`config.mk`:
```
export PLATFORM = sky130hd
export DESIGN_NAME = sibl_front
export DESIGN_NICKNAME = d
export VERILOG_FILES = /design/src/sv/assert_macros.svh /design/src/sv/sibl_pkg.sv /design/src/sv/sibl_front.sv
export SDC_FILE = /design/constraint.sdc
export NUM_CORES = 1
export LEC_CHECK = 0
export BUFFER_PORTS_ARGS = -buffer_cell sky130_fd_sc_hd__buf_2
export CAP_MARGIN = 20
export CORE_AREA = 2 2 111 113
export DETAILED_ROUTE_END_ITERATION = 10
export DIE_AREA = 0 0 113 115
export PLACE_DENSITY_LB_ADDON = 0.08
export SLEW_MARGIN = 5
export SYNTH_ARGS = -nofsm -noshare
export SYNTH_HDL_FRONTEND = slang
export SYNTH_SLANG_ARGS = --single-unit
export TNS_END_PERCENT = 30
```
`constraint.sdc`:
```
create_clock -name vclk -period 1.6
set_input_delay 0.4 -clock vclk [all_inputs]
set_output_delay 0.4 -clock vclk [all_outputs]
set_load 0.02 [all_outputs]
```
`src/sv/assert_macros.svh`:
```
// Assertion shorthands shared by the interval lookup modules.
// Expects clk and rst_n in the scope of the including module.
`ifndef ASSERT_MACROS_SVH
`define ASSERT_MACROS_SVH

// same-cycle implication
`define SIBL_ASSERT_IMP(lbl, ante, cons, msg) \
    lbl: assert property (@(posedge clk) disable iff (!rst_n) (ante) |-> (cons)) \
        else $error(msg);

// next-cycle implication
`define SIBL_ASSERT_NXT(lbl, ante, cons, msg) \
    lbl: assert property (@(posedge clk) disable iff (!rst_n) (ante) |=> (cons)) \
        else $error(msg);

`endif

```
`src/sv/sibl_pkg.sv`:
```
// Types and constants for the sorted interval lookup block.
// Used by every module of the block; has no dependencies.
package sibl_pkg;

    localparam int TABLE_ENTRIES_DEF = 4096;
    localparam int NUM_CHROMS_DEF    = 256;
    localparam int QUEUE_DEPTH       = 2;

    typedef enum logic [1:0] {
        OP_SLOT_WR  = 2'd0,
        OP_RANGE_WR = 2'd1,
        OP_LOOKUP   = 2'd2
    } op_t;

    // work kinds after classification
    typedef enum logic [1:0] {
        K_SLOT_WR  = 2'd0,
        K_RANGE_WR = 2'd1,
        K_LOOKUP   = 2'd2,
        K_MISS     = 2'd3
    } kind_t;

    typedef enum logic [2:0] {
        BK_CLEAR,
        BK_IDLE,
        BK_RANGE,
        BK_PROBE,
        BK_DONE
    } back_state_t;

    typedef struct packed {
        logic [1:0]  opcode;
        logic [7:0]  chrom;
        logic [11:0] slot;
        logic [31:0] interval_begin;
        logic [31:0] interval_end;
        logic [31:0] bin_number;
        logic [11:0] range_first;
        logic [11:0] range_last;
        logic        chrom_present;
        logic [31:0] position;
    } req_word_t;

    typedef struct packed {
        logic        found;
        logic [31:0] found_bin;
        logic [11:0] found_slot;
    } rsp_word_t;

    typedef struct packed {
        logic        present;
        logic [11:0] first;
        logic [11:0] last;
    } range_entry_t;

    localparam int RANGE_W = $bits(range_entry_t);

    typedef struct packed {
        logic [31:0] ibeg;
        logic [31:0] iend;
        logic [31:0] ibin;
    } slot_entry_t;

    // queue word: addr is slot or chrom; arg0 holds a packed range, the position or the interval begin
    typedef struct packed {
        kind_t       kind;
        logic [11:0] addr;
        logic [31:0] arg0;
        logic [31:0] arg1;
        logic [31:0] arg2;
    } work_t;

    typedef struct packed {
        logic clearing;
    } back_status_t;

endpackage

```
`src/sv/sibl_front.sv`:
```
// Front end: takes request words, drops no-ops and out-of-range writes
// and queues the rest. Depends on sibl_pkg.
module sibl_front #(
    parameter int TABLE_ENTRIES = sibl_pkg::TABLE_ENTRIES_DEF,
    parameter int NUM_CHROMS    = sibl_pkg::NUM_CHROMS_DEF
) (
    input  logic                   req_valid,
    output logic                   req_stall,
    input  sibl_pkg::req_word_t    req,
    input  sibl_pkg::back_status_t status,
    input  logic                   q_full,
    output logic                   push,
    output sibl_pkg::work_t        push_data
);

    logic keep;
    logic slot_ok;
    logic chrom_ok;
    sibl_pkg::range_entry_t rng;

    assign slot_ok  = (32'(req.slot) < 32'(TABLE_ENTRIES));
    assign chrom_ok = (32'(req.chrom) < 32'(NUM_CHROMS));

    always_comb
    begin
        rng.present = req.chrom_present;
        rng.first   = req.range_first;
        rng.last    = req.range_last;

        keep           = 1'b0;
        push_data.kind = sibl_pkg::K_MISS;
        push_data.addr = 12'(req.chrom);
        push_data.arg0 = req.position;
        push_data.arg1 = req.interval_end;
        push_data.arg2 = req.bin_number;
        case (req.opcode)
            sibl_pkg::OP_SLOT_WR:
            begin
                keep           = slot_ok;
                push_data.kind = sibl_pkg::K_SLOT_WR;
                push_data.addr = req.slot;
                push_data.arg0 = req.interval_begin;
            end
            sibl_pkg::OP_RANGE_WR:
            begin
                keep           = chrom_ok;
                push_data.kind = sibl_pkg::K_RANGE_WR;
                push_data.arg0 = 32'(rng);
            end
            sibl_pkg::OP_LOOKUP:
            begin
                // chrom beyond the table answers not found without a search
                keep           = 1'b1;
                push_data.kind = chrom_ok ? sibl_pkg::K_LOOKUP : sibl_pkg::K_MISS;
            end
            default:
            begin
                keep = 1'b0;
            end
        endcase
    end

    assign req_stall = status.clearing || q_full;
    assign push      = req_valid && !req_stall && keep;

endmodule

```
# Word level (Yosys, flattened, before mapping)
# Index checks and enable logic that the tools add are counted.
# totals
reg_bits,0
input_bits,178
out_inout_bits,112
elab_cells,12
# op_classes
eq_ne,2
n_mux,4
reduce_logical,6
# op_table
op,count
$pmux W32 S2,1
$mux W12,1
$pmux W2 S3,1
$reduce_or A3 Y1,1
$eq A2 B1 Y1 const B,1
$eq A2 B2 Y1 const B,1
$logic_and A1 B1 Y1,2
$logic_not A2 Y1,1
$logic_not A1 Y1,1
$logic_or A1 B1 Y1,1
$mux W1,1

# Logic depth before layout (Yosys ltp)
# Gate-level depths: netlist of run 1.
# depth
ltp_word,4
depth_mapped,5
mapped_depth_nobuf,2

# Least setup slack after synthesis of run 1
# OpenSTA, ideal clock, no wires.
# synth_timing
path_kind,input port to output port
startpoint,input port q_full
endpoint,output port push
arrival_ns,1.298
required_time_ns,1.200
setup_slack_ns,-0.098
cell_stages,2
path_buffers,0
path_cell_list,or2_2 a211oi_1
# synth_between
elab_chain_cells,4
# synth_lines
item,line,text
from (decl),sibl_front.sv:11,"input logic q_full,"
$logic_or A1 B1 Y1,sibl_front.sv:63,assign req_stall = status.clearing || q_full;
$logic_not A1 Y1,sibl_front.sv:64,assign push = req_valid && !req_stall && keep;
$logic_and A1 B1 Y1 (2 in series),sibl_front.sv:64,
to (decl),sibl_front.sv:12,"output logic push,"
# No other way between the ends.

==> impl_metrics.yaml, run 1 <==
drt:
  firstDrtPassIters: 8
  drc_errors: 16
  wl_per_cell_um: 13.3
  routed_wl_um: 5580
  drtAntennaViolNets: 0
  drt-initial-drc-count: 49
  num_vias: 1520
  post_drt_via_cell_ratio: 3.61
floorplan:
  core_um2: 11800
  dieArea_um2: 13000
  io_pins: 290
  row_count: 40
  initial_core_util: 0.109
  die_h_um: 115
  die_x_um: 113
final_layout:
  clkbuf_count: 0
  finalNetCount: 454
  nFlopsAndLatches: 0
  area_delta_synth_final_pct: 51.5
  layout_common_cells: "152 x buf_2, 25 x mux2i_1, 25 x nand2_1"
  drive_above_1_share: 0.693
  design_area_um2: 1950
  register_area_um2: 0
  final_util: 0.165
  antenna_cells: 0
  final_common_cell: "buf_2"
  fill_cells: 1364
placed_design:
  dp_hpwl_um: 4380
  io_buffers: 162
  placed_area_um2: 1780
  place.gp.congestion: 0.670
  pre_cts_slack_ns: -0.183
worst_hold_path:
  min_path_type: "input port to primary output"
yosys:
  ys_seq_area_frac: 0
  synth_warnings: 0
  synth_cell_types: 18
  synth_area_um2: 1290
  synthesis.nets: 353
  synthTopCellsByArea: "buf_4 38%, mux2i_1 19%, nand2_1 7.3%"
  yosysTopAreaCell: "buf_4"
  synthCells: 175
  synth_area_per_cell_um2: 7.37
  synth_top_area_frac: 0.384
timing:
  layout_setup_ws_ns: 0.0103
  worstMarginPinSlew_ns: 0.201
  hold_viol_final: 0
  fin_crit_sh: 0.994
  rsz0062_at_grt: "true"
  period_minus_slack_ns: 1.59
  setup_viol: 0
  slew_headroom: 0.865
  slew_viol_final: 0
  timing.fmax_mhz: 629
pwr:
  p_switching_mw: 0.301
  powerDensity_nw_per_um2: 310
  clockPowerShare: 0
  ir_worst_vdd_mv: 0.0882
  comb_power_share: 1.000
  power.internal_mw: 0.305
  seq_power_share: 0
  leakagePower_nw: 1.11
  swShare: 0.497
  power.total_mw: 0.605
grt:
  grt_start_max_net_pins: 35
  first_global_vias: 1380
  antenna_found_initial: 0
  grt_remaining_overflow: 0
  grtUsageTotal: 0.0735
  grt_first_pass_wirelength_um: 7560
worst_setup_path:
  critPathMaxStageDelay_ns: 0.34
  worstPathRequired_ns: 1.20
  cp_data_arrival_time_ns: 1.19
  path_cells: "buf_12, nor2_8, mux2_2, buf_2"
  worst-path-buf-inv: 2
  worst_path_max_delay_cell: "mux2_2"
  crit_type: "input port to primary output"
  start_kind: "input port"
  worstPathMaxFanout: 6
  cp_top_family: "multiplexers"
  crit_path_end_kind: "primary output"
status:
  violations: "DRC"
  status: "finished, violations left"
flow_run:
  max_cap_violations: 0
power by group through the flow:
stage / clock [mW] / combinational (mW) / sequential (mW)
after detailed placement: 0 / 0.552 / 0
after global placement: 0 / 0.556 / 0
after CTS: 0 / 0.609 / 0
after floorplan: 0 / 0.544 / 0
after global routing: 0 / 0.657 / 0
final: 0 / 0.605 / 0
logic make-up (layout without fill, tap and decap cells):
group,count (synthesis),after routing,synth area share
AO/OA/AOI/OAI,33,33,0.159
buffers and inverters,78,176,0.465
multiplexers,33,33,0.264
AND/OR/NAND/NOR,31,32,0.113
timing repair:
action                     CTS  global route
cloned                       3             0
pin swaps                    2             2
buffers inserted             0             1
gates resized for setup     24             7
hold buffers                 0             0
setup endpoints to repair   44            36
cell type report:
cell class,count,area [µm²],area share
Inverter,1,3.75,0.00192
Multi-Input combinational cell,98,726,0.371
Tap cell,147,184,0.0941
Timing Repair Buffer,175,1040,0.533
routing by layer:
metal,vias to the layer above,share of wire,GRT usage
met5,-,0,0
met3,12,0.12,0.0174
met4,0,0.0086,0.00813
li1,726,-,-
met1,637,0.33,0.0733
met2,145,0.54,0.156
worst paths after layout:
check	startpoint	end	slack, ns	cells past startpoint
max	req[173]	push_data[100]	0.01	4
min	req[111]	push_data[54]	0.80	0
Yosys cell counts:
cell,instances
nand2_1,25
buf_6,3
buf_4,66
buf_2,2
mux2i_1,25
o21ai_1,17
buf_12,2
clkbuf_2,1
or2_2,1
clkbuf_1,3
nor2_8,1
a211oi_1,1
o21ai_0,5
o21ai_2,3
a22o_1,7
inv_1,1
mux2_2,8
and2_1,4
stage by stage:
stage / hold slack, ns / cells / TNS (ns)
final: 0.800 / 421 / 0
after global routing: 0.800 / 421 / -0.158
after CTS: 0.800 / 420 / -0.0435
after detailed placement: 0.800 / 417 / -4.80
after global placement: 0.800 / 417 / -4.98
after floorplan: 0.910 / 175 / -0.0674
Power figures use the tool's default switching activity.
==> run 2, diff against run 1 <==
--- a/config.mk
+++ b/config.mk
@@ -5,7 +5,7 @@
 export SDC_FILE = /design/constraint.sdc
 export NUM_CORES = 1
 export LEC_CHECK = 0
-export BUFFER_PORTS_ARGS = -buffer_cell sky130_fd_sc_hd__buf_2
+export BUFFER_PORTS_ARGS = -buffer_cell sky130_fd_sc_hd__buf_4
 export CAP_MARGIN = 20
 export CORE_AREA = 2 2 111 113
 export DETAILED_ROUTE_END_ITERATION = 10
==> run 2 against run 1 <==
  * The run still ends with DRC left
  * Core utilization up 3.2 points
  * Count of clock-buffer cells in the layout unchanged
  * Flip-flop and latch count stayed put
  * Cell count down 0.95%
  * Via count down 1.1%
  * Critical path depth stayed put
  * Die area unchanged
  * Design area grew 19%
  * Worst setup slack worse by 0.0050 ns
  * Global-route usage is 0.066 points lower
==> impl_metrics.yaml, run 2 (synthesis results as in run 1) <==
placed_design:
  place.gp.congestion: 0.639
  pre_cts_slack_ns: -0.0531
  dp_hpwl_um: 4550
  placed_cells: 412
  io_buffers: 162
timing:
  worstMarginPinSlew_ns: 0.216
  layout_setup_ws_ns: 0.00537
  slew_headroom: 0.856
  fin_crit_sh: 0.997
  whs_ns: 0.800
  setup_viol: 0
  fin_setup_tns_ns: 0
  rsz0062_at_grt: "true"
  timing.fmax_mhz: 627
  hold_viol_final: 0
  period_minus_slack_ns: 1.59
  slew_viol_final: 0
final_layout:
  antenna_cells: 0
  layout_common_cells: "154 x buf_4, 25 x nand2_1, 23 x mux2i_1"
  nFlopsAndLatches: 0
  instances_no_fill: 417
  finalNetCount: 450
  drive_above_1_share: 0.696
  final_common_cell: "buf_4"
  clkbuf_count: 0
  area_delta_synth_final_pct: 81.0
  register_area_um2: 0
flow_run:
  max_cap_violations: 0
worst_setup_path:
  critPathMaxStageDelay_ns: 0.33
  crit_path_end_kind: "primary output"
  cp_top_family: "multiplexers"
  worst-path-buf-inv: 2
  worstPathRequired_ns: 1.20
  path_cells: "buf_8, nor2_4, mux2_4, buf_6"
  cp_data_arrival_time_ns: 1.19
  worstPathMaxFanout: 5
  worst_path_max_delay_cell: "mux2_4"
  crit_type: "input port to primary output"
  start_kind: "input port"
floorplan:
  die_h_um: 115
  die_x_um: 113
  dieArea_um2: 13000
  row_count: 40
  core_um2: 11800
  initial_core_util: 0.109
  io_pins: 290
drt:
  drtAntennaViolNets: 0
  wl_per_cell_um: 14.0
  drc_errors: 16
  routed_wl_um: 5850
  num_vias: 1504
  firstDrtPassIters: 8
  drt-initial-drc-count: 54
  post_drt_via_cell_ratio: 3.61
grt:
  antenna_found_initial: 0
  grtUsageTotal: 0.0728
  first_global_vias: 1336
  grt_first_pass_wirelength_um: 7490
  grt_remaining_overflow: 0
  grt_start_max_net_pins: 39
pwr:
  powerDensity_nw_per_um2: 313
  seq_power_share: 0
  comb_power_share: 1.000
  clockPowerShare: 0
  leakagePower_nw: 1.22
  power.total_mw: 0.730
  p_switching_mw: 0.308
  swShare: 0.422
  ir_worst_vdd_mv: 0.110
  power.internal_mw: 0.422
worst_hold_path:
  min_path_type: "input port to primary output"
cts:
  post-cts-setup-buffers: 0
  hold_buffers: 0
status:
  status: "finished, violations left"
  violations: "DRC"
==> run 2: cell types whose count changed in the layout (fill, tap and decap cells not counted), sizes merged <==
cell / previous run / this run
buf: 175 / 169
clkbuf: 0 / 2
==> run 2: power groups by stage <==
| stage | sequential, mW | combinational [mW] | clock, mW |
|---|---|---|---|
| floorplan | 0 | 0.544 | 0 |
| global placement | 0 | 0.685 | 0 |
| detailed placement | 0 | 0.683 | 0 |
| CTS | 0 | 0.702 | 0 |
| global route | 0 | 0.784 | 0 |
| finish | 0 | 0.730 | 0 |
==> run 2: worst paths after layout <==
check	startpoint	endpoint	cells after the start	slack (ns)
hold / removal	req[111]	push_data[54]	0	0.80
setup / recovery	req[174]	push_data[102]	4	0.005
==> run 2: layer usage <==
metal  wire length (µm)  up-vias  share of wire  GRT usage
met2               3080      145           0.53      0.145
met5                  0        -              0          0
met3                750       10           0.13     0.0206
met1               1970      630           0.34     0.0784
met4                 46        0         0.0079    0.00813
li1                   -      719              -          -
==> run 2: final cells by class <==
| cell class | instances | area (µm²) |
|---|---|---|
| fill | 1336 | 9480 |
| timing repair buffer | 171 | 1420 |
| multi-input combinational | 98 | 726 |
| tap | 147 | 184 |
| inverter | 1 | 3.75 |
==> run 2: what timing repair did <==
| action | CTS | global route |
|---|---|---|
| pin swaps | 2 | 1 |
| cloned | 2 | 3 |
| resized for setup | 4 | 18 |
| endpoints found under the setup margin | 40 | 36 |
==> run 2: metrics by stage <==
step | utilization | instance area, µm²
2_1_floorplan | - | 1290
3_3_place_gp | 0.183 | 2160
3_5_place_dp | 0.183 | 2160
4_1_cts | 0.187 | 2210
5_1_grt | 0.198 | 2330
6_report | 0.198 | 2330
