File: src/sv/assert_macros.svh
// Assertion shorthands shared by the interval lookup modules.
// Expects clk and rst_n in the scope of the including module.
`ifndef ASSERT_MACROS_SVH
`define ASSERT_MACROS_SVH

// same-cycle implication
`define SIBL_ASSERT_IMP(lbl, ante, cons, msg) \
    lbl: assert property (@(posedge clk) disable iff (!rst_n) (ante) |-> (cons)) \
        else $error(msg);

// next-cycle implication
`define SIBL_ASSERT_NXT(lbl, ante, cons, msg) \
    lbl: assert property (@(posedge clk) disable iff (!rst_n) (ante) |=> (cons)) \
        else $error(msg);

`endif

File: src/sv/sibl_pkg.sv
// Types and constants for the sorted interval lookup block.
// Used by every module of the block; has no dependencies.
package sibl_pkg;

    localparam int TABLE_ENTRIES_DEF = 4096;
    localparam int NUM_CHROMS_DEF    = 256;
    localparam int QUEUE_DEPTH       = 2;

    typedef enum logic [1:0] {
        OP_SLOT_WR  = 2'd0,
        OP_RANGE_WR = 2'd1,
        OP_LOOKUP   = 2'd2
    } op_t;

    // work kinds after classification
    typedef enum logic [1:0] {
        K_SLOT_WR  = 2'd0,
        K_RANGE_WR = 2'd1,
        K_LOOKUP   = 2'd2,
        K_MISS     = 2'd3
    } kind_t;

    typedef enum logic [2:0] {
        BK_CLEAR,
        BK_IDLE,
        BK_RANGE,
        BK_PROBE,
        BK_DONE
    } back_state_t;

    typedef struct packed {
        logic [1:0]  opcode;
        logic [7:0]  chrom;
        logic [11:0] slot;
        logic [31:0] interval_begin;
        logic [31:0] interval_end;
        logic [31:0] bin_number;
        logic [11:0] range_first;
        logic [11:0] range_last;
        logic        chrom_present;
        logic [31:0] position;
    } req_word_t;

    typedef struct packed {
        logic        found;
        logic [31:0] found_bin;
        logic [11:0] found_slot;
    } rsp_word_t;

    typedef struct packed {
        logic        present;
        logic [11:0] first;
        logic [11:0] last;
    } range_entry_t;

    localparam int RANGE_W = $bits(range_entry_t);

    typedef struct packed {
        logic [31:0] ibeg;
        logic [31:0] iend;
        logic [31:0] ibin;
    } slot_entry_t;

    // queue word: addr is slot or chrom; arg0 holds a packed range, the position or the interval begin
    typedef struct packed {
        kind_t       kind;
        logic [11:0] addr;
        logic [31:0] arg0;
        logic [31:0] arg1;
        logic [31:0] arg2;
    } work_t;

    typedef struct packed {
        logic clearing;
    } back_status_t;

endpackage

File: src/sv/sibl_queue.sv
// Two-entry queue of classified work words between front and back.
// Depends on sibl_pkg and assert_macros.svh.
`include "assert_macros.svh"

module sibl_queue (
    input  logic          clk,
    input  logic          rst_n,
    input  logic          push,
    input  sibl_pkg::work_t push_data,
    input  logic          pop,
    output sibl_pkg::work_t head,
    output logic          empty,
    output logic          full
);

    localparam int PW = $clog2(sibl_pkg::QUEUE_DEPTH);
    localparam int CW = $clog2(sibl_pkg::QUEUE_DEPTH + 1);

    sibl_pkg::work_t store [sibl_pkg::QUEUE_DEPTH];

    logic [PW-1:0] wr_ptr_reg, wr_ptr_next;
    logic [PW-1:0] rd_ptr_reg, rd_ptr_next;
    logic [CW-1:0] count_reg, count_next;

    assign empty = (count_reg == '0);
    assign full  = (count_reg == CW'(sibl_pkg::QUEUE_DEPTH));
    assign head  = store[rd_ptr_reg];

    always_comb
    begin
        wr_ptr_next = wr_ptr_reg;
        rd_ptr_next = rd_ptr_reg;
        count_next  = count_reg;
        if (push)
        begin
            wr_ptr_next = (wr_ptr_reg == PW'(sibl_pkg::QUEUE_DEPTH - 1)) ? '0 : wr_ptr_reg + 1'b1;
        end
        if (pop)
        begin
            rd_ptr_next = (rd_ptr_reg == PW'(sibl_pkg::QUEUE_DEPTH - 1)) ? '0 : rd_ptr_reg + 1'b1;
        end
        if (push && !pop)
        begin
            count_next = count_reg + 1'b1;
        end
        else if (pop && !push)
        begin
            count_next = count_reg - 1'b1;
        end
    end

    always_ff @(posedge clk or negedge rst_n)
    begin
        if (!rst_n)
        begin
            wr_ptr_reg <= '0;
            rd_ptr_reg <= '0;
            count_reg  <= '0;
        end
        else
        begin
            wr_ptr_reg <= wr_ptr_next;
            rd_ptr_reg <= rd_ptr_next;
            count_reg  <= count_next;
        end
    end

    always_ff @(posedge clk)
    begin
        if (push)
        begin
            store[wr_ptr_reg] <= push_data;
        end
    end

    `SIBL_ASSERT_IMP(a_no_overflow, full && !pop, !push, "push into full queue")
    `SIBL_ASSERT_IMP(a_no_underflow, empty, !pop, "pop from empty queue")

endmodule

File: config.mk
export PLATFORM = sky130hd
export DESIGN_NAME = sibl_queue
export DESIGN_NICKNAME = d
export VERILOG_FILES = /design/src/sv/sibl_pkg.sv /design/src/sv/sibl_queue.sv
export VERILOG_INCLUDE_DIRS = /design/src /design/src/sv
export SDC_FILE = /design/constraint.sdc
export NUM_CORES = 1
export LEC_CHECK = 0
export ABC_AREA = 1
export BUFFER_PORTS_ARGS = -buffer_cell sky130_fd_sc_hd__buf_4
export CAP_MARGIN = 20
export CORE_ASPECT_RATIO = 0.6
export CORE_MARGIN = 3
export CORE_UTILIZATION = 40
export CTS_CLUSTER_SIZE = 12
export DETAILED_ROUTE_END_ITERATION = 12
export GPL_TIMING_DRIVEN = 0
export PLACE_DENSITY = 0.62
export SLEW_MARGIN = 20
export SYNTH_ARGS = -nofsm -noshare
export SYNTH_HDL_FRONTEND = slang
export SYNTH_SLANG_ARGS = --single-unit
File: constraint.sdc
create_clock -name clk -period 7.2 [get_ports clk]
set_clock_uncertainty 0.2 [all_clocks]
set_input_delay 0.72 -clock clk [delete_from_list [all_inputs] [get_ports clk]]
set_output_delay 0.72 -clock clk [all_outputs]
set_load 0.05 [all_outputs]
### After elaboration in Yosys (flattened, before gate mapping)

Memory sizes are Yosys's and may differ from the RTL's.
Cells that the tools add are included.

* bits in latches: 0
* logic and storage cells: 21
* input port bits: 114
* output and inout port bits: 112
* ROM bits: 0
* register bits: 4
* memories kept: 1
* memory bits (writable): 220

Memory list
* store: words 2, width 110, read ports 1, clocked after memory_dff 0, wr ports 1, line sibl_queue.sv:19 `sibl_pkg::work_t store [sibl_pkg::QUEUE_DEPTH];`

* muxes and demuxes: 6
* equality and inequality tests: 1
* multiply operators: 0
* add/subtract/negate cells: 4
* reductions and logical operators: 6
* divide/modulo/power cells: 0
* magnitude comparators: 0
* shift operators: 0
* bitwise gates (word level): 0

Operators with widths (number)
* two-way mux 1 bit: 4
* two-way mux 2 bit: 2
* adder 1 bit (second input constant): 2
* adder 2 x 1 -> 2 bit (second input constant): 1
* equality test 2 bit (second input constant): 1
* logical AND 1 bit: 2
* logical NOT 1 bit: 2
* logical NOT 2 bit: 1
* nonzero test 2 bit: 1
* subtractor 2 x 1 -> 2 bit (second input constant): 1

### Depth between registers and ports, before layout

Gate-level depths: netlist (run 1).

* word-level depth: 4
* depth in mapped cells: 7
* depth with buffers taken out: 7

### Worst setup path before layout (run 1)

OpenSTA, ideal clock, no wires.

* path kind: input port to flip-flop
* start: input port push
* end: memory store[0][0] (netlist name), enable pin
* setup slack: 1.054 ns
* buffers on the path: 0
* stages on the path: 2
* data required time: 6.417 ns
* setup time: 0.583 ns
* data arrival time: 5.363 ns
* cells stage by stage: inv_1 nor2_1

* word-level cells in the longest chain between the ends: 2

Ends and longest elaborated chain
* start, declared: line sibl_queue.sv:8 `input logic push,`
* two-way mux 1 bit: line sibl_queue.sv:70 `if (push)`
* two-way mux 1 bit (not written as such): line sibl_queue.sv:72 `store[wr_ptr_reg] <= push_data;`
* end, declared: line sibl_queue.sv:19

No other way between the ends.

==> reports/qor.csv, run 1 <==
stage,metric,value,unit
drt,via_count,4192,
cells_and_area,multi_input_area,1330,sq um
floorplan,die_w,191,um
cells_and_area,fin_cells,899,
yosys,ys_ff_latch,224,
global_route,grt_pass1_vias,4411,
sta,slew_violations,0,
setup_path,r2r_setup_slack,5.02,ns
setup_path,critical_path.startpoint,rd_ptr_reg,
yosys,ys_seq_area_share,82.0,%
global_route,grt_use_met2,21.7,%
drt,routedWlPerCell,18.3,um
global_route,met3_usage,6.36,%
global_route,grt_antenna_before_repair,0,
setup_path,ff2ff_path_depth,4,
yosys,syn_inst,367,
clock_tree,cts_sinks,224,
hold_path,hold_end,store[0][29],
power,power.total,5.04,mW
sta,relSlewSlack,54.9,%
floorplan,die_h,117,um
power,clockPowerShare,20.4,%
hold_path,hold_path_depth,1,
hold_path,hold_path.class,primary input to register,
yosys,avgSynthCellArea,22.3,sq um
cells_and_area,layout_commonest_cell,buf_4,
power,switchingPower,1.97,mW
setup_path,slowest_stage,dfrtp_1,
drt,drtIter0Drc,240,
power,pwr-share-comb,44.1,%
cells_and_area,drive_above_1_share,60.3,%
clock_tree,numCtsBuffers,23,
cells_and_area,regArea,6710,sq um
cells_and_area,largest_reg_flops,220,
setup_path,timing_worst_setup_path_type,register to primary output,
drt,first_pass_iters,4,
clock_tree,htreeDepth,1,
yosys,yosys.cell_types.count,13,
power,internal_power,3.07,mW
setup_path,start_kind,register,
setup_path,cpPeakStageDelay,0.36,ns
setup_path,path_common_cell,buf_6,
power,seqPwrFrac,35.4,%
setup_path,reg2reg_from,wr_ptr_reg,
global_route,overflow,0,
yosys,synth_fp_nets,482,
cells_and_area,syn_to_final_growth,34.2,%
outcome,status,completed,
power,ir_drop,0.000248,V
setup_path,crit_buf_inv,3,
placement,place_inst,863,
sta,fin_crit_sh,38.1,%
floorplan,ioPinCount,226,
sta,finalHoldViolations,0,
placement,port_buffers,225,
clock_tree,cts_resized,0,
sta,finalCriticalPeriod,2.74,ns
sta,setup_viol_count_final,0,
power,leakage,4.14,nW
global_route,met1_usage,19.4,%
setup_path,end_kind,primary output,
power,power_density,459,nW/um^2
global_route,grtUsageTotal,14.3,%
global_route,grt_max_degree,67,
setup_path,crit_arrival,1.82,ns
yosys,syn_area,8170,sq um
clock_tree,clockBufferDepth,3,
clock_tree,clkTransAtPathRegs,0.06,ns
flow_run,cap_violations,0,
sta,rsz0062_at_grt,no,
floorplan,core.rowCount,39,
floorplan,die_area,22200,sq um
global_route,busiest_layer,met2,
sta,fmax,0.365,GHz
drt,drt-total-wl,16500,um
clock_tree,post_cts_buffers,0,
setup_path,critPathRequiredTime,6.28,ns
setup_path,cp_top_family,buffers and inverters,
setup_path,cp_max_fo,10,
hold_path,min_from,push_data[29],
drt,ant_nets,0,
floorplan,start_util,41.9,%
setup_path,critical_path.cell_chain,"buf_6, buf_6, mux2_2, buf_4",
placement,dp_hpwl,11400,um
sta,hold_slack,0.208,ns
cells_and_area,mostFrequentLayoutCells,"buf_4, edfxtp_1, mux2_2, clkbuf_16, buf_6",
clock_tree,cts_tree,done,
power,switching_share,39.0,%
drt,vias_per_cell,4.66,
cells_and_area,diodes,0,
floorplan,core_area,19500,sq um
clock_tree,root_buffer,clkbuf_16,
cells_and_area,n_fill_cell,1540,
clock_tree,clock_latency,0.49,ns
yosys,yosys_warnings,0,
global_route,grt_pass1_wl,24500,um
placement,globalplace.congestion,0.783,
setup_path,reg2reg_to,store[0][68],
cells_and_area,nets,738,
sta,worst_pin_slew,0.675,ns
drt,drc_errors,0,
==> per-layer routing <==
| layer | part of all wire, % | up-vias |
|---|---|---|
| li1 | - | 1953 |
| met1 | 44 | 2044 |
| met2 | 44 | 180 |
| met3 | 11 | 15 |
| met4 | 1.2 | 0 |
| met5 | 0 | - |
==> what timing repair did <==
item                                   CTS  global route
endpoints found under the hold margin    4             0
hold buffers                             1             0
setup endpoints to repair                0             0
==> layout make-up <==
cell class	count	area share, %
sequential	224	61.1
timing repair buffer	231	16.5
multi-input combinational	124	12.1
clock buffer	30	5.58
tap	266	3.03
buffer	12	1.12
inverter	7	0.285
clock inverter	5	0.251
==> synthesized netlist by cell type (all sizes together) <==
| cell | instances | area share (%) |
|---|---|---|
| xnor2 | 1 | 0.11 |
| mux2 | 110 | 15 |
| xor2 | 2 | 0.21 |
| nor2 | 3 | 0.14 |
| nand3 | 1 | 0.061 |
| ha | 1 | 0.15 |
| nand4 | 1 | 0.077 |
| nand2 | 5 | 0.23 |
| buf | 12 | 1.5 |
| inv | 7 | 0.32 |
| dfrtp | 4 | 1.2 |
| edfxtp | 220 | 81 |
==> through the flow <==
stage	setup WS, ns	instance area [sq um]	TNS (ns)	utilization (%)
2_1_floorplan	1.05	8170	0	-
4_1_cts	4.40	11000	0	56.2
3_5_place_dp	4.54	10300	0	52.9
5_1_grt	4.34	11000	0	56.2
3_3_place_gp	-1.48	10200	-161.94	52.2
6_report	4.46	11000	0	56.2
==> worst max-delay path by stage <==
stage          cells past startpoint           end  slack [ns]
2_1_floorplan                      2   store[0][0]        1.05
3_3_place_gp                       3  store[0][68]       -1.48
3_5_place_dp                       6  store[0][68]        4.54
4_1_cts                            4       head[1]        4.40
5_1_grt                            4       head[1]        4.34
6_report                           4       head[1]        4.46
==> power by group through the flow <==
stage               sequential (mW)  clock, mW  combinational, mW
detailed placement             1.81          0               2.25
floorplan                      1.83          0               1.57
CTS                            1.79       1.07               2.26
global route                   1.81       1.12               2.33
finish                         1.78       1.03               2.22
global placement               1.86          0               2.18
==> logic make-up (layout without fill, tap and decap cells) <==
| group | count (synthesis) | after routing | synth area share (%) |
|---|---|---|---|
| DFF | 224 | 224 | 82.0 |
| muxes | 110 | 110 | 15.2 |
| buffers and inverters | 19 | 285 | 1.82 |
| and+or+nand+nor | 10 | 10 | 0.505 |
| xor gates and xnor gates | 3 | 3 | 0.322 |
| adders and majority gates | 1 | 1 | 0.153 |
Power figures use the tool's default switching activity.
==> inputs of run 2 (changes only) <==
--- a/config.mk
+++ b/config.mk
@@ -6,7 +6,7 @@
 export SDC_FILE = /design/constraint.sdc
 export NUM_CORES = 1
 export LEC_CHECK = 0
-export ABC_AREA = 1
+export ABC_AREA = 0
 export BUFFER_PORTS_ARGS = -buffer_cell sky130_fd_sc_hd__buf_4
 export CAP_MARGIN = 20
 export CORE_ASPECT_RATIO = 0.6
@@ -15,7 +15,7 @@
 export CTS_CLUSTER_SIZE = 12
 export DETAILED_ROUTE_END_ITERATION = 12
 export GPL_TIMING_DRIVEN = 0
-export PLACE_DENSITY = 0.62
+export PLACE_DENSITY = 0.64
 export SLEW_MARGIN = 20
 export SYNTH_ARGS = -nofsm -noshare
 export SYNTH_HDL_FRONTEND = slang
==> constraint.sdc (replaced) <==
create_clock -name clk -period 2.3 [get_ports clk]
set_clock_uncertainty 0.2 [all_clocks]
set_input_delay 0.23 -clock clk [delete_from_list [all_inputs] [get_ports clk]]
set_output_delay 0.23 -clock clk [all_outputs]
set_load 0.05 [all_outputs]
==> run 2 against run 1 <==
  * Combinational power grew to 3.3 times the previous value
  * Wire length grew 7.5%
  * Critical path depth is the same
  * Critical path type unchanged
  * Setup slack lost 4.4 ns
  * Hold slack gained 0.050 ns
  * Power grew to 3.2 times the previous value
  * Via count grew 10%
==> reports/qor.csv, run 2 <==
stage,metric,value,unit,change
setup_path,slowest_stage,dfrtp_1,,
setup_path,ff2ff_path_depth,4,,unchanged
setup_path,reg2reg_from,wr_ptr_reg,,
power,ir_drop,0.000921,V,+270%
setup_path,r2r_setup_slack,0.22,ns,-4.80 ns
outcome,status,completed,,
yosys,synth_common_cells,"edfxtp_1, mux2_2, buf_6",,
setup_path,cpPeakStageDelay,0.40,ns,+0.04 ns
clock_tree,numCtsBuffers,22,,-4.3%
yosys,syn_inst,358,,-2.5%
hold_path,hold_path.class,primary input to register,,
yosys,synth_most_common_cell,edfxtp_1,,
drt,drc_errors,0,,unchanged
sta,slew_violations,0,,unchanged
placement,port_buffers,225,,unchanged
sta,timing.setup.tns,0,ns,unchanged
drt,routed-wl-met3,1730,um,-8.1%
floorplan,die_w,190,um,-0.12%
cells_and_area,nets,843,,+14%
drt,drt-total-wl,17700,um,+7.5%
clock_tree,clkTransAtPathRegs,0.06,ns,about the same
drt,ant_nets,0,,unchanged
placement,globalplace.congestion,0.748,,-4.4%
floorplan,ioPinCount,226,,unchanged
setup_path,critical_path.cell_chain,"buf_12, buf_6, mux2_2, buf_4",,
clock_tree,clockBufferDepth,3,,unchanged
global_route,grt_antenna_before_repair,0,,unchanged
hold_path,hold_path_depth,2,,+1
global_route,grt_pass1_wl,26900,um,+9.6%
sta,setup_viol_count_final,0,,unchanged
cells_and_area,drive_above_1_share,51.6,%,-8.8 points
yosys,synth.area.top_cells,"edfxtp_1, mux2_2, buf_6",,
hold_path,hold_end,store[1][71],,
yosys,yosysTopAreaCell,edfxtp_1,,
placement,dp_hpwl,11600,um,+1.7%
global_route,grt_pass1_vias,4942,,+12%
placement,place_inst,856,,-0.81%
floorplan,die_h,117,um,-0.12%
sta,fin_crit_sh,97.1,%,
floorplan,start_util,41.8,%,-0.10 points
global_route,overflow,0,,unchanged
setup_path,cp_max_fo,10,,unchanged
drt,met2_wirelength,8080,um,+13%
cells_and_area,regArea,6710,sq um,unchanged
yosys,syn_area,8150,sq um,-0.24%
yosys,synth_ff_type,edfxtp_1,,
setup_path,start_kind,register,,
yosys,yosys.cell_types.count,12,,-1
sta,fmax,0.448,GHz,
floorplan,core_area,19500,sq um,unchanged
global_route,grtUsageTotal,15.5,%,+1.2 points
cells_and_area,n_fill_cell,1383,,-10%
setup_path,timing_worst_setup_path_type,register to primary output,,
setup_path,crit_arrival,1.80,ns,-0.02 ns
cells_and_area,layout_commonest_cell,buf_4,,
cells_and_area,fin_cells,1003,,+12%
drt,routedWlPerCell,17.6,um,-3.7%
power,power_density,1320,nW/um^2,+190%
global_route,grt_max_degree,55,,-18%
cells_and_area,mostFrequentLayoutCells,"buf_4, edfxtp_1, dlygate4sd3_1, mux2_2, clkbuf_16",,
clock_tree,root_buffer,clkbuf_16,,
cells_and_area,multi_input_area,1330,sq um,+0.38%
cells_and_area,largest_reg_flops,220,,unchanged
yosys,synth_top_area_share,81.0,%,+0.20 points
sta,relSlewSlack,58.7,%,+3.8 points
yosys,avgSynthCellArea,22.8,sq um,+2.3%
sta,finalHoldViolations,0,,unchanged
drt,first_pass_iters,4,,unchanged
sta,worst_pin_slew,0.619,ns,-0.0565 ns
setup_path,reg2reg_to,store[0][56],,
yosys,ys_ff_latch,224,,unchanged
drt,wl_met1,7560,um,+4.7%
setup_path,critPathRequiredTime,1.87,ns,-4.41 ns
clock_tree,cts_sinks,224,,unchanged
yosys,synthArstFlopShare,1.79,%,unchanged
hold_path,min_from,push_data[71],,
drt,drtIter0Drc,222,,-7.5%
sta,finalCriticalPeriod,2.23,ns,
drt,vias_per_cell,4.61,,-1.2%
drt,via_count,4623,,+10%
setup_path,end_kind,primary output,,
drt,route.top_layer_used,met4,,
yosys,synth_edf_count,220,,unchanged
clock_tree,clock_latency,0.49,ns,about the same
floorplan,die_area,22200,sq um,-0.23%
yosys,yosys_warnings,0,,unchanged
floorplan,core.rowCount,39,,unchanged
flow_run,cap_violations,0,,unchanged
yosys,synth_fp_nets,473,,-1.9%
yosys,ys_seq_area_share,82.2,%,+0.20 points
cells_and_area,syn_to_final_growth,48.9,%,
clock_tree,cts_tree,done,,
power,leakage,4.61,nW,+11%
clock_tree,htreeDepth,1,,unchanged
cells_and_area,diodes,0,,unchanged
-- run 2: cell count changes after synthesis, sizes merged --
| cell | before | now |
|---|---|---|
| xor2 | 2 | 4 |
| and2 | 0 | 1 |
| nor2 | 3 | 2 |
| nand2 | 5 | 0 |
| nand3 | 1 | 0 |
| nand4 | 1 | 0 |
| inv | 7 | 1 |
| nor2b | 0 | 2 |
-- run 2: area by class of cell --
class / count / share of cell area [%]
sequential: 224 / 55.2
inverter: 1 / 0.0309
tap: 266 / 2.74
clock buffer: 33 / 5.13
timing repair buffer: 346 / 24.8
multi-input combinational: 121 / 11.0
buffer: 12 / 1.14
-- run 2: critical path, delay by kind of cell (launching register included) --
kind	cells	cell delay, ns
buffers and inverters	3	0.54
DFF	1	0.40
muxes	1	0.36
-- run 2: cells by family after synthesis --
kind of cell  share of synthesized area (%)
xor+xnor                              0.537
fa+ha+maj                             0.153
buf+inv                                1.55
flops                                  82.2
mux                                    15.2
simple gates                          0.322
-- run 2: metrics by stage --
stage / util, % / power (mW) / instance area [sq um] / hold slack, ns / setup slack (ns)
3_3_place_gp: 52.2 / 12.5 / 10200 / -0.172 / -1.20
6_report: 62.2 / 16.0 / 12100 / 0.259 / 0.0661
4_1_cts: 62.1 / 16.2 / 12100 / 0.243 / 0.00327
2_1_floorplan: - / 10.6 / 8160 / -0.266 / -0.379
3_5_place_dp: 53.1 / 12.8 / 10400 / -0.171 / 0.199
5_1_grt: 62.2 / 16.7 / 12100 / 0.255 / -0.00137
-- run 2: report_power, final --
part	total (mW)	leakage (nW)	internal, mW	switching, mW
sequential	5.60	2.11	5.41	0.192
combinational	7.25	2.19	2.57	4.68
clock	3.19	0.301	1.85	1.34
-- run 2: how the worst max path moves through the flow --
| stage | startpoint | endpoint | slack [ns] | cells past startpoint |
|---|---|---|---|---|
| after floorplan | wr_ptr_reg | store[0][0] | -0.38 | 1 |
| after global placement | wr_ptr_reg | store[0][56] | -1.20 | 1 |
| after detailed placement | wr_ptr_reg | store[0][56] | 0.20 | 4 |
| after CTS | rd_ptr_reg | head[34] | 0.003 | 4 |
| after global routing | rd_ptr_reg | head[102] | -0.001 | 4 |
| final | rd_ptr_reg | head[64] | 0.07 | 4 |
-- run 2: routing by layer --
metal | global-route usage [%] | up-vias
li1 | - | 2154
met1 | 20.1 | 2250
met2 | 25.1 | 190
met3 | 6.00 | 29
met4 | 3.47 | 0
met5 | 0 | -
-- run 2: what timing repair did --
item | in CTS | in global routing
endpoints found under the hold margin | 227 | 0
hold buffers | 114 | 0
setup buffers | 0 | 0
setup endpoints to repair | 0 | 47
resized for setup | 0 | 4
==> inputs of run 3 (changes only) <==
--- a/config.mk
+++ b/config.mk
@@ -9,13 +9,16 @@
 export ABC_AREA = 0
 export BUFFER_PORTS_ARGS = -buffer_cell sky130_fd_sc_hd__buf_4
 export CAP_MARGIN = 20
+export CELL_PAD_IN_SITES_DETAIL_PLACEMENT = 1
+export CELL_PAD_IN_SITES_GLOBAL_PLACEMENT = 2
 export CORE_ASPECT_RATIO = 0.6
 export CORE_MARGIN = 3
-export CORE_UTILIZATION = 40
+export CORE_UTILIZATION = 34
 export CTS_CLUSTER_SIZE = 12
 export DETAILED_ROUTE_END_ITERATION = 12
 export GPL_TIMING_DRIVEN = 0
-export PLACE_DENSITY = 0.64
+export PLACE_DENSITY = 0.73
+export REMOVE_ABC_BUFFERS = 1
 export SLEW_MARGIN = 20
 export SYNTH_ARGS = -nofsm -noshare
 export SYNTH_HDL_FRONTEND = slang
==> run 3 against run 2 <==
  * Clock power grew 1%
  * Non-clock buffer count increased by 6
  * Critical path depth unchanged
  * Critical endpoint is now head[44]
  * Sequential share of layout area is 3.2 points lower
  * Hold slack got worse by 0.0036 ns
  * Final area grew 6.1%
  * Power rose by 9.2%
  * Highest routed layer unchanged
  * Sequential power up 0.7%
  * Critical path type unchanged
  * Clock-buffer cell count decreased by 3
  * Core utilization shrank 7.0 points
==> reports/qor.csv, run 3 (synthesis gave the netlist of run 2 again) <==
stage,metric,value,unit,change
outcome,status,completed,,
placement,dp_hpwl,12200,um,+5.3%
flow_run,cap_violations,0,,unchanged
sta,slew_violations,0,,unchanged
global_route,grt_max_degree,53,,-3.6%
sta,relSlewSlack,64.9,%,+6.2 points
setup_path,critPathRequiredTime,1.87,ns,about the same
drt,ant_nets,0,,unchanged
drt,via_count,4771,,+3.2%
power,power_density,1360,nW/um^2,+2.9%
floorplan,ioPinCount,226,,unchanged
setup_path,start_kind,register,,
sta,worst_pin_slew,0.525,ns,-0.0935 ns
setup_path,crit_buf_inv,3,,unchanged
placement,globalplace.congestion,0.684,,-8.6%
placement,port_buffers,225,,unchanged
setup_path,cp_max_fo,8,,-2
drt,drt-total-wl,22200,um,+25%
placement,dpl_worst_slack,0.247,ns,+0.0480 ns
clock_tree,clkTransAtPathRegs,0.06,ns,about the same
sta,layout_setup_ws,0.0204,ns,-0.0457 ns
clock_tree,cts_sinks,224,,unchanged
sta,finalHoldViolations,0,,unchanged
floorplan,core.rowCount,43,,+10%
floorplan,core_area,23300,sq um,+20%
clock_tree,numCtsBuffers,23,,+4.5%
drt,routedWlPerCell,20.9,um,+19%
cells_and_area,finish.utilization,55.2,%,-7.0 points
hold_path,hold_path.class,primary input to register,,
setup_path,crit_arrival,1.85,ns,+0.05 ns
sta,fmax,0.439,GHz,-2.0%
global_route,grtUsageTotal,15.3,%,-0.14 points
cells_and_area,largest_reg_flops,220,,unchanged
drt,drtIter0Drc,159,,-28%
global_route,grt_pass1_wl,31000,um,+15%
cells_and_area,drive_above_1_share,52.0,%,+0.46 points
cells_and_area,layout_commonest_cell,edfxtp_1,,
power,leakage,4.92,nW,+6.8%
cells_and_area,syn_to_final_growth,58.1,%,
global_route,overflow,0,,unchanged
sta,rsz0062_at_grt,yes,,
drt,drc_errors,0,,unchanged
cells_and_area,nets,850,,+0.83%
clock_tree,clockBufferDepth,3,,unchanged
sta,fin_crit_sh,99.1,%,+2.0 points
setup_path,slowest_stage,dfrtp_4,,
clock_tree,cts_tree,done,,
setup_path,critical_path.cell_chain,"buf_12, clkbuf_16, mux2_4, buf_8",,
clock_tree,root_buffer,clkbuf_16,,
drt,vias_per_cell,4.50,,-2.3%
floorplan,start_util,34.9,%,-6.9 points
floorplan,die_h,126,um,+8.0%
setup_path,timing_worst_setup_path_type,register to primary output,,
global_route,grt_pass1_vias,5382,,+8.9%
cells_and_area,mostFrequentLayoutCells,"edfxtp_1, buf_4, dlygate4sd3_1, mux2_2, buf_6",,
floorplan,die_area,25900,sq um,+17%
clock_tree,htreeDepth,1,,unchanged
drt,first_pass_iters,4,,unchanged
sta,setup_viol_count_final,0,,unchanged
clock_tree,clock_latency,0.50,ns,about the same
power,power.total,17.5,mW,+9.2%
power,ir_drop,0.000729,V,-21%
global_route,grt_antenna_before_repair,0,,unchanged
sta,hold_slack,0.255,ns,-0.00359 ns
floorplan,die_w,206,um,+8.2%
sta,finalCriticalPeriod,2.28,ns,+0.0457 ns
cells_and_area,n_fill_cell,2119,,+53%
setup_path,end_kind,primary output,,
setup_path,cpPeakStageDelay,0.52,ns,+0.12 ns
setup_path,cp_top_family,flip-flops,,
[run 3: area by class of cell]
type | count | area [sq um] | area share (%)
sequential | 224 | 6710 | 52.1
timing repair buffer | 364 | 3760 | 29.2
multi-input combinational | 121 | 1400 | 10.9
clock buffer | 30 | 602 | 4.67
tap | 315 | 394 | 3.06
clock inverter | 4 | 16.3 | 0.126
inverter | 1 | 3.75 | 0.0291
antenna | 1 | 2.50 | 0.0194
[run 3: final timing paths]
path | slack (ns) | cells after the start | endpoint | startpoint
setup / recovery | 0.02 | 4 | head[44] | rd_ptr_reg
hold / removal | 0.26 | 2 | store[0][56] | push_data[56]
setup reg to reg | 0.26 | 4 | store[0][13] | wr_ptr_reg
hold reg to reg | 0.31 | 1 | count_reg[1] | count_reg[1]
max in group asynchronous | 1.24 | 3 | rd_ptr_reg | rst_n
min in group asynchronous | 0.46 | 3 | rd_ptr_reg | rst_n
[run 3: stage by stage]
| stage | std cells | setup TNS, ns | area (sq um) |
|---|---|---|---|
| global placement | 886 | -1287.61 | 10100 |
| CTS | 1046 | -1.66 | 12300 |
| global route | 1059 | -0.801 | 12900 |
| floorplan | 346 | -704.65 | 8030 |
| finish | 1060 | 0 | 12900 |
| detailed placement | 895 | 0 | 10400 |
[run 3: power by group]
| group | internal [mW] | switching [mW] |
|---|---|---|
| logic | 3.52 | 5.12 |
| clock network | 1.81 | 1.42 |
| registers | 5.42 | 0.224 |
| total | 10.8 | 6.76 |
[run 3: worst register-to-register path, delay by kind of cell, from the launching register on]
kind          cells  cell delay, ns
buf+inv           3            0.64
simple gates      1            0.46
flops             1            0.43
[run 3: timing repair]
action	in CTS	in global routing
buffers inserted	3	3
gates resized for setup	48	82
endpoints found under the hold margin	227	0
hold buffers	114	0
endpoints found under the setup margin	98	98
cloned	0	10
pin swaps	0	0
[run 3: routing by layer]
layer	vias up	routed length, um	track usage [%]
met5	-	0	0
met4	0	240	2.71
met3	28	1870	6.23
met2	161	10800	25.8
met1	2405	9290	19.0
li1	2177	-	-
